`config.mk`:
```
export PLATFORM = sky130hd
export DESIGN_NAME = dns_query_packet_builder_unit
export DESIGN_NICKNAME = d
export VERILOG_FILES = /design/src/hdl/dnsq_pkg.sv /design/src/hdl/dns_query_packet_builder_unit.sv
export SDC_FILE = /design/constraint.sdc
export NUM_CORES = 1
export LEC_CHECK = 0
export ABC_AREA = 1
export BUFFER_PORTS_ARGS = -buffer_cell sky130_fd_sc_hd__buf_2
export CAP_MARGIN = 15
export CORE_UTILIZATION = 60
export CTS_CLUSTER_SIZE = 25
export DETAILED_ROUTE_END_ITERATION = 7
export HOLD_SLACK_MARGIN = 0.1
export PLACE_DENSITY = 0.9
export SLEW_MARGIN = 0
export SYNTH_ARGS = -nofsm -noshare
export SYNTH_HDL_FRONTEND = slang
export SYNTH_SLANG_ARGS = --single-unit
```
`constraint.sdc`:
```
create_clock -name i_clk -period 10.72 [get_ports i_clk]
set_clock_uncertainty 0.1 [all_clocks]
set_input_delay 1.608 -clock i_clk [delete_from_list [all_inputs] [get_ports i_clk]]
set_output_delay 1.608 -clock i_clk [all_outputs]
set_load 0.02 [all_outputs]
```
`src/hdl/dnsq_pkg.sv`:
```
package dnsq_pkg;

    localparam int PACKET_BYTES_DEF = 1024;
    localparam int MAX_LABEL_DEF    = 63;

    localparam int HDR_BYTES  = 12;
    localparam int MAX_BEATS  = 12;
    localparam int END_BYTES  = 5;
    localparam int OFS_W      = 10;
    localparam int CNT_W      = 6;
    localparam int LEFT_W     = 4;

    localparam logic [7:0] DOT_CHAR  = 8'd46;
    localparam logic [7:0] CLASS_HI  = 8'h00;
    localparam logic [7:0] CLASS_LO  = 8'h01;

    // header bytes after the id: flags, qdcount, ancount, nscount, arcount
    localparam logic [7:0] HDR_TAIL [HDR_BYTES-2] = '{
        8'h01, 8'h00, 8'h00, 8'h01, 8'h00, 8'h00, 8'h00, 8'h00, 8'h00, 8'h00
    };

    typedef enum logic [1:0] {
        KIND_START = 2'd0,
        KIND_CHAR  = 2'd1,
        KIND_END   = 2'd2
    } t_kind;

    typedef struct packed {
        logic [7:0]       data;
        logic [OFS_W-1:0] offset;
    } t_entry;

endpackage

```
`src/hdl/dns_query_packet_builder_unit.sv`:
```
// the first output beat is valid in the cycle after the input beat is accepted
// throughput: one input beat per cycle for name characters while the receiver is ready;
// an item that yields n bytes holds the input until its last byte is taken (start 12, end up to 6)
// the output buffer drains one byte per cycle while the receiver is ready and refills on its last beat
// reset (synchronous, active low) clears positions, label state, overflow and id
module dns_query_packet_builder_unit #(
    parameter int PACKET_BYTES = dnsq_pkg::PACKET_BYTES_DEF,
    parameter int MAX_LABEL    = dnsq_pkg::MAX_LABEL_DEF
) (
    input  logic        i_clk,
    input  logic        i_rst_n,
    input  logic        i_cfg_we,
    input  logic [15:0] i_cfg_wdata,
    input  logic        i_s_axis_tvalid,
    output logic        o_s_axis_tready,
    input  logic [23:0] i_s_axis_tdata,   // character[7:0], query_type[23:8]
    input  logic [1:0]  i_s_axis_tuser,   // kind[1:0]
    output logic        o_m_axis_tvalid,
    input  logic        i_m_axis_tready,
    output logic [23:0] o_m_axis_tdata,   // out_byte[7:0], byte_offset[17:8], zero[23:18]
    output logic        o_m_axis_tlast,   // last
    output logic [0:0]  o_m_axis_tuser    // overflow[0]
);

    localparam int PW = $clog2(PACKET_BYTES + 1);
    localparam int OW = dnsq_pkg::OFS_W;
    localparam int NB = dnsq_pkg::MAX_BEATS;
    localparam int LW = dnsq_pkg::LEFT_W;
    localparam int CW = dnsq_pkg::CNT_W;
    localparam int EB = dnsq_pkg::END_BYTES;
    localparam logic [PW:0]   PB_X  = (PW+1)'(PACKET_BYTES);
    localparam logic [CW-1:0] MAX_L = CW'(MAX_LABEL);

    logic [15:0]    r_qid;
    logic [PW-1:0]  r_next_pos, n_next_pos;
    logic [PW-1:0]  r_label_start, n_label_start;
    logic [CW-1:0]  r_label_cnt, n_label_cnt;
    logic           r_ovf, n_ovf;
    logic           r_ovf_out;
    logic [LW-1:0]  r_left, n_left;
    dnsq_pkg::t_entry r_ent [NB];
    dnsq_pkg::t_entry n_ent [NB];

    logic           in_beat;
    logic           out_beat;
    logic [7:0]     in_char;
    logic [15:0]    in_qtype;
    logic [1:0]     in_kind;

    dnsq_pkg::t_entry cand [EB+1];
    logic [EB:0]      cand_v;
    logic [PW-1:0]    end_base;
    logic [PW:0]      end_sum [EB+1];

    function automatic logic [OW-1:0] ofs(input logic [PW-1:0] p);
        logic [OW+PW-1:0] t;
        t = {{OW{1'b0}}, p};
        return t[OW-1:0];
    endfunction

    function automatic logic lt_pb(input logic [PW-1:0] p);
        return {1'b0, p} < PB_X;
    endfunction

    function automatic logic [PW-1:0] adv(input logic [PW-1:0] p);
        return lt_pb(p) ? p + PW'(1) : PB_X[PW-1:0];
    endfunction

    assign in_char  = i_s_axis_tdata[7:0];
    assign in_qtype = i_s_axis_tdata[23:8];
    assign in_kind  = i_s_axis_tuser;

    assign o_s_axis_tready = (r_left == '0) || (r_left == LW'(1) && i_m_axis_tready);
    assign in_beat  = i_s_axis_tvalid && o_s_axis_tready;
    assign out_beat = o_m_axis_tvalid && i_m_axis_tready;

    assign o_m_axis_tvalid = (r_left != '0);
    assign o_m_axis_tdata  = {6'd0, r_ent[0].offset, r_ent[0].data};
    assign o_m_axis_tlast  = (r_left == LW'(1));
    assign o_m_axis_tuser  = r_ovf_out;

    // end of name candidates: pending label length, then five trailer bytes
    always_comb begin
        end_base = (r_label_cnt != '0) ? r_next_pos : r_label_start;
        cand[0].data   = {2'b00, r_label_cnt};
        cand[0].offset = ofs(r_label_start);
        cand_v[0]      = (r_label_cnt != '0) && lt_pb(r_label_start);
        for (int i = 0; i <= EB; i++) begin
            end_sum[i] = {1'b0, end_base} + (PW+1)'(i);
        end
        for (int i = 0; i < EB; i++) begin
            cand[i+1].offset = ofs(end_sum[i][PW-1:0]);
            cand_v[i+1]      = end_sum[i] < PB_X;
        end
        cand[1].data = 8'h00;
        cand[2].data = in_qtype[15:8];
        cand[3].data = in_qtype[7:0];
        cand[4].data = dnsq_pkg::CLASS_HI;
        cand[5].data = dnsq_pkg::CLASS_LO;
    end

    always_comb begin
        n_next_pos    = r_next_pos;
        n_label_start = r_label_start;
        n_label_cnt   = r_label_cnt;
        n_ovf         = r_ovf;
        n_left        = r_left;
        for (int i = 0; i < NB; i++) begin
            n_ent[i] = (out_beat && i < NB - 1) ? r_ent[(i + 1) % NB] : r_ent[i];
        end
        if (out_beat) begin
            n_left = r_left - LW'(1);
        end
        if (in_beat) begin
            n_left = '0;
            unique case (in_kind)
                dnsq_pkg::KIND_START: begin
                    n_ovf = 1'b0;
                    n_ent[0].data = r_qid[15:8];
                    n_ent[1].data = r_qid[7:0];
                    for (int i = 2; i < NB; i++) begin
                        n_ent[i].data = dnsq_pkg::HDR_TAIL[i-2];
                    end
                    for (int i = 0; i < NB; i++) begin
                        n_ent[i].offset = OW'(i);
                    end
                    n_left        = LW'(NB);
                    n_label_start = PW'(dnsq_pkg::HDR_BYTES);
                    n_next_pos    = PW'(dnsq_pkg::HDR_BYTES + 1);
                    n_label_cnt   = '0;
                end
                dnsq_pkg::KIND_CHAR: begin
                    if (in_char == dnsq_pkg::DOT_CHAR) begin
                        n_ent[0].data   = {2'b00, r_label_cnt};
                        n_ent[0].offset = ofs(r_label_start);
                        if (lt_pb(r_label_start)) begin
                            n_left = LW'(1);
                        end else begin
                            n_ovf = 1'b1;
                        end
                        n_label_start = r_next_pos;
                        n_next_pos    = adv(r_next_pos);
                        n_label_cnt   = '0;
                    end else if (r_label_cnt >= MAX_L) begin
                        n_ovf = 1'b1;
                    end else begin
                        n_ent[0].data   = in_char;
                        n_ent[0].offset = ofs(r_next_pos);
                        if (lt_pb(r_next_pos)) begin
                            n_left = LW'(1);
                        end else begin
                            n_ovf = 1'b1;
                        end
                        n_next_pos  = adv(r_next_pos);
                        n_label_cnt = r_label_cnt + CW'(1);
                    end
                end
                dnsq_pkg::KIND_END: begin
                    for (int i = 0; i <= EB; i++) begin
                        if (cand_v[0]) begin
                            n_ent[i] = cand[i];
                        end else if (i < EB) begin
                            n_ent[i] = cand[i+1];
                        end
                    end
                    n_left = LW'(cand_v[0]) + LW'($countones(cand_v[EB:1]));
                    if (!(&cand_v[EB:1]) || (r_label_cnt != '0 && !cand_v[0])) begin
                        n_ovf = 1'b1;
                    end
                    n_label_start = end_sum[EB] < PB_X ? end_sum[EB][PW-1:0]
                                                       : PB_X[PW-1:0];
                    n_next_pos    = adv(n_label_start);
                    n_label_cnt   = '0;
                end
                default: begin
                end
            endcase
        end
    end

    always_ff @(posedge i_clk) begin
        if (!i_rst_n) begin
            r_qid         <= '0;
            r_next_pos    <= '0;
            r_label_start <= '0;
            r_label_cnt   <= '0;
            r_ovf         <= 1'b0;
            r_left        <= '0;
        end else begin
            if (i_cfg_we) begin
                r_qid <= i_cfg_wdata;
            end
            r_next_pos    <= n_next_pos;
            r_label_start <= n_label_start;
            r_label_cnt   <= n_label_cnt;
            r_ovf         <= n_ovf;
            r_left        <= n_left;
        end
    end

    always_ff @(posedge i_clk) begin
        if (in_beat) begin
            r_ovf_out <= n_ovf;
        end
        for (int i = 0; i < NB; i++) begin
            r_ent[i] <= n_ent[i];
        end
    end

`ifndef ASSERT_OFF
    a_left_bound: assert property (@(posedge i_clk) disable iff (!i_rst_n)
        r_left <= LW'(NB))
        else $error("output beat count out of range");

    a_pos_bound: assert property (@(posedge i_clk) disable iff (!i_rst_n)
        ({1'b0, r_next_pos} <= PB_X) && ({1'b0, r_label_start} <= PB_X))
        else $error("position past packet size");

    a_label_bound: assert property (@(posedge i_clk) disable iff (!i_rst_n)
        r_label_cnt <= MAX_L)
        else $error("label count past limit");

    a_start_hdr: assert property (@(posedge i_clk) disable iff (!i_rst_n)
        (in_beat && in_kind == dnsq_pkg::KIND_START) |=>
        (r_left == LW'(NB) && r_ent[0].offset == '0 && r_ovf_out == 1'b0))
        else $error("start did not load the header");

    a_flag_hold: assert property (@(posedge i_clk) disable iff (!i_rst_n)
        (out_beat && !o_m_axis_tlast) |=> (o_m_axis_tuser == $past(o_m_axis_tuser)))
        else $error("overflow flag changed within one item");
`endif

endmodule

```
==> results.json <==
{
  "outcome": "complete, no violations",
  "fin_crit_ns": 5.065,
  "arrival_ns": 5.39,
  "slew_headroom_pct": 24.16,
  "max_cap_violations": 0,
  "htree_levels": 1,
  "avgSynthCellArea_sq_um": 6.964,
  "die_w_microns": 144.8,
  "crit_fanout": 17,
  "r2r-start": "r_label_cnt[0]$_SDFFE_PN0P_",
  "r2r-end": "r_left[1]$_SDFFE_PN0P_",
  "cts_buffers": 26,
  "cts_tree": "yes",
  "vias": 11546,
  "ys_types": 52,
  "r2r_slack_ns": 5.65,
  "dp_hpwl_mm": 21.17,
  "path_cells": "inv_1 -> ha_1 -> inv_1 -> nor2_4 -> nand3_4 -> o21ai_2 -> inv_1 -> nor2_1 -> nand2_1 -> nor2_1 -> inv_1 -> nor2_4 -> nand2_1 -> nand2_1 -> inv_1 -> fa_1 -> fa_1 -> ha_1 -> fa_1 -> nand2_1 -> o22ai_1 -> o211ai_1 -> inv_1",
  "finalCritPeriodShare_pct": 47.25,
  "powerDensity_nw_per_um2": 260.7,
  "wire_per_inst_microns": 15.30,
  "post_cts_resized": 0,
  "ant_nets": 0,
  "ys_seq_area_share_pct": 40.63,
  "remaining_drc_errors": 0,
  "gr-total-overflow": 0,
  "cp-startpoint": "r_label_cnt[0]$_SDFFE_PN0P_",
  "grt_max_degree": 121,
  "boundaryPins": 75,
  "fin_cells": 2035,
  "cpPeakStageDelay_ns": 0.50,
  "place.port_buffers": 68,
  "fillers": 1663,
  "drtIter0Drc": 1139,
  "cts_root_buf": "clkbuf_16",
  "cts_hold_buf": 0,
  "die_h_microns": 144.8,
  "cts.path.max_buffers": 3,
  "syn_inst": 1758,
  "p_leak_nw": 6.348,
  "drt_first_pass_iters": 6,
  "insertion_delay_ns": 0.54,
  "hold_path.class": "flip-flop to flip-flop",
  "routed_wl_mm": 31.13,
  "grt_pass1_vias": 10567,
  "rows": 51,
  "drv_slew": 0,
  "report.final.hold_viol_count": 0,
  "layout-drive-gt1-share_pct": 10.06,
  "dp.cells": 1991,
  "critPathCapture": "r_left[1]$_SDFFE_PN0P_",
  "tns_ns": 0,
  "area_delta_synth_final_pct": 9.463,
  "start_kind": "flip-flop",
  "finalSetupViolations": 0,
  "antenna_cells": 0,
  "worstMarginPinSlew_ns": 1.133,
  "rsz0062_at_grt": "no",
  "path_clk_slew_ns": 0.06,
  "end_kind": "flip-flop",
  "gp_congestion": 0.9509,
  "initial_core_util_pct": 62.09,
  "nets": 1821,
  "vdd_drop_max_v": 0.0001623,
  "slowest_stage": "fa_1",
  "grt_util_all_layers_pct": 30.03,
  "antenna_found_initial": 0,
  "dieArea_sq_um": 20980,
  "core_sq_um": 19720,
  "clock_sinks": 248,
  "max_freq_ghz": 0.1974,
  "r2r_cells": 23,
  "required_ns": 11.05,
  "routed_via_density": 5.674,
  "criticalPathCategory": "flip-flop to flip-flop",
  "grt_pass1_wl_mm": 50.67,
  "synth_area_sq_um": 12240,
  "yosys_register_bits": 248,
  "yosysWarnings": 0,
  "cts_setup_buffers": 0,
  "critPathMostFrequentCell": "inv_1"
}
[metal layers]
layer | global-route usage (%) | part of all wire [%] | wire [microns] | vias to the layer above
li1 | - | - | - | 5669
met1 | 39.94 | 44 | 13590 | 5360
met2 | 49.60 | 46 | 14290 | 430
met3 | 4.442 | 7.1 | 2220 | 87
met4 | 10.42 | 3.3 | 1022 | 0
met5 | 0 | 0 | 0 | -
[cell type report]
class                   count  area (sq um)  share of cell area [%]
well taps                 265         331.6                   2.474
flip-flops and latches    248          4975                   37.12
clock inverters             9         165.2                   1.232
repair buffers             76         420.4                   3.137
multi-input cells        1198          6003                   44.80
clock buffers              33         728.2                   5.434
inverters                 206         778.2                   5.807
[worst min-delay path by stage]
stage / startpoint / to / slack [ns] / cells after the start
after floorplan: r_ent[2][37]$_DFF_P_ / r_ent[2][37]$_DFF_P_ / 0.31 / 2
after global placement: r_ent[2][39]$_DFF_P_ / r_ent[2][39]$_DFF_P_ / 0.33 / 2
after detailed placement: r_ent[2][37]$_DFF_P_ / r_ent[2][37]$_DFF_P_ / 0.33 / 2
after CTS: r_ent[2][37]$_DFF_P_ / r_ent[2][37]$_DFF_P_ / 0.34 / 2
after global routing: r_ent[2][39]$_DFF_P_ / r_ent[2][39]$_DFF_P_ / 0.37 / 2
final: r_ent[2][39]$_DFF_P_ / r_ent[2][39]$_DFF_P_ / 0.34 / 2
[Yosys cell counts (all sizes together)]
| cell | instances | area, sq um |
|---|---|---|
| o22ai | 14 | 87.58 |
| a32oi | 1 | 8.760 |
| nand3b | 1 | 7.510 |
| and2 | 1 | 6.260 |
| xor2 | 11 | 96.34 |
| a31oi | 15 | 93.84 |
| or2 | 24 | 150.1 |
| nand3 | 56 | 315.3 |
| fa | 3 | 60.06 |
| o31ai | 7 | 52.55 |
| nand2 | 562 | 2140 |
| o21ai | 76 | 399.1 |
| a221o | 5 | 50.05 |
| o311ai | 1 | 8.760 |
| conb | 1 | 3.750 |
| mux2i | 12 | 120.1 |
| a21oi | 62 | 314.1 |
| ha | 15 | 187.7 |
| nor4 | 1 | 6.260 |
| nor3 | 18 | 90.09 |
| inv | 199 | 749.5 |
| nand4 | 11 | 68.82 |
| nor2 | 182 | 755.7 |
| nor3b | 1 | 7.510 |
| a22o | 1 | 8.760 |
| a211oi | 2 | 15.01 |
| edfxtp | 1 | 30.03 |
| a221oi | 17 | 148.9 |
| o21bai | 1 | 7.510 |
| o221ai | 34 | 297.8 |
| a22oi | 4 | 30.03 |
| o211ai | 29 | 217.7 |
| dfxtp | 247 | 4945 |
| o32ai | 25 | 219.0 |
| clkinv | 7 | 26.28 |
| clkbuf | 79 | 296.5 |
| buf | 32 | 221.5 |
[cells by family (layout without fill, tap and decap cells)]
kind of cell               Yosys count  in the layout  share of synthesized area (%)
AOI/OAI and AO/OA                  294            294                          16.00
DFF                                248            248                          40.63
adders and majority gates           18             18                          2.024
xor gates and xnor gates            11             11                         0.7869
buffers and inverters              317            324                          10.57
and+or+nand+nor                    857            857                          28.97
other                                1              6                        0.03063
muxes                               12             12                         0.9811
[power by group]
| part | leakage, nW | switching [mW] | total (mW) | internal, mW |
|---|---|---|---|---|
| clock | 0.430 | 0.371 | 0.944 | 0.574 |
| sequential | 2.04 | 0.129 | 1.29 | 1.16 |
| combinational | 3.88 | 0.815 | 1.26 | 0.444 |
| total | 6.35 | 1.31 | 3.49 | 2.18 |
[cells in the final DEF, fill, tap and decap left out, drive strengths merged, types with 2 or more instances in the layout]
master	n
a211oi	2
a21oi	62
a221o	5
a221oi	17
a22oi	4
a31oi	15
buf	76
bufinv	4
clkbuf	33
clkinv	9
clkinvlp	2
conb	6
dfxtp	247
fa	3
ha	15
inv	200
mux2i	12
nand2	562
nand3	56
nand4	11
nor2	182
nor3	18
o211ai	29
o21ai	76
o221ai	34
o22ai	14
o31ai	7
o32ai	25
or2	24
xor2	11
[stage by stage]
step	util [%]	cell area (sq um)	setup WS [ns]	hold WS, ns	total power, mW
finish	67.97	13400	5.655	0.3423	3.494
floorplan	-	12260	6.540	0.3135	2.283
global route	67.97	13400	5.307	0.3657	3.703
CTS	67.79	13370	5.745	0.3421	3.481
global placement	63.26	12470	5.401	0.3251	2.497
detailed placement	63.26	12470	5.209	0.3285	2.535
[flip-flops by register name (all words and copies together), names as in the netlist]
register        cells
o_m_axis_tuser      1
r_ent             198
r_label_cnt         6
r_label_start      11
r_left              4
r_next_pos         11
r_ovf               1
r_qid              16
[critical path, delay by kind of cell, from the launching register on]
family          cells  cell delay (ns)
buf+inv             6             0.62
flops               1             0.33
fa+ha+maj           5             1.80
simple gates        9             1.55
compound gates      3             0.56
Note: power is estimated with default switching activity, not from simulation.
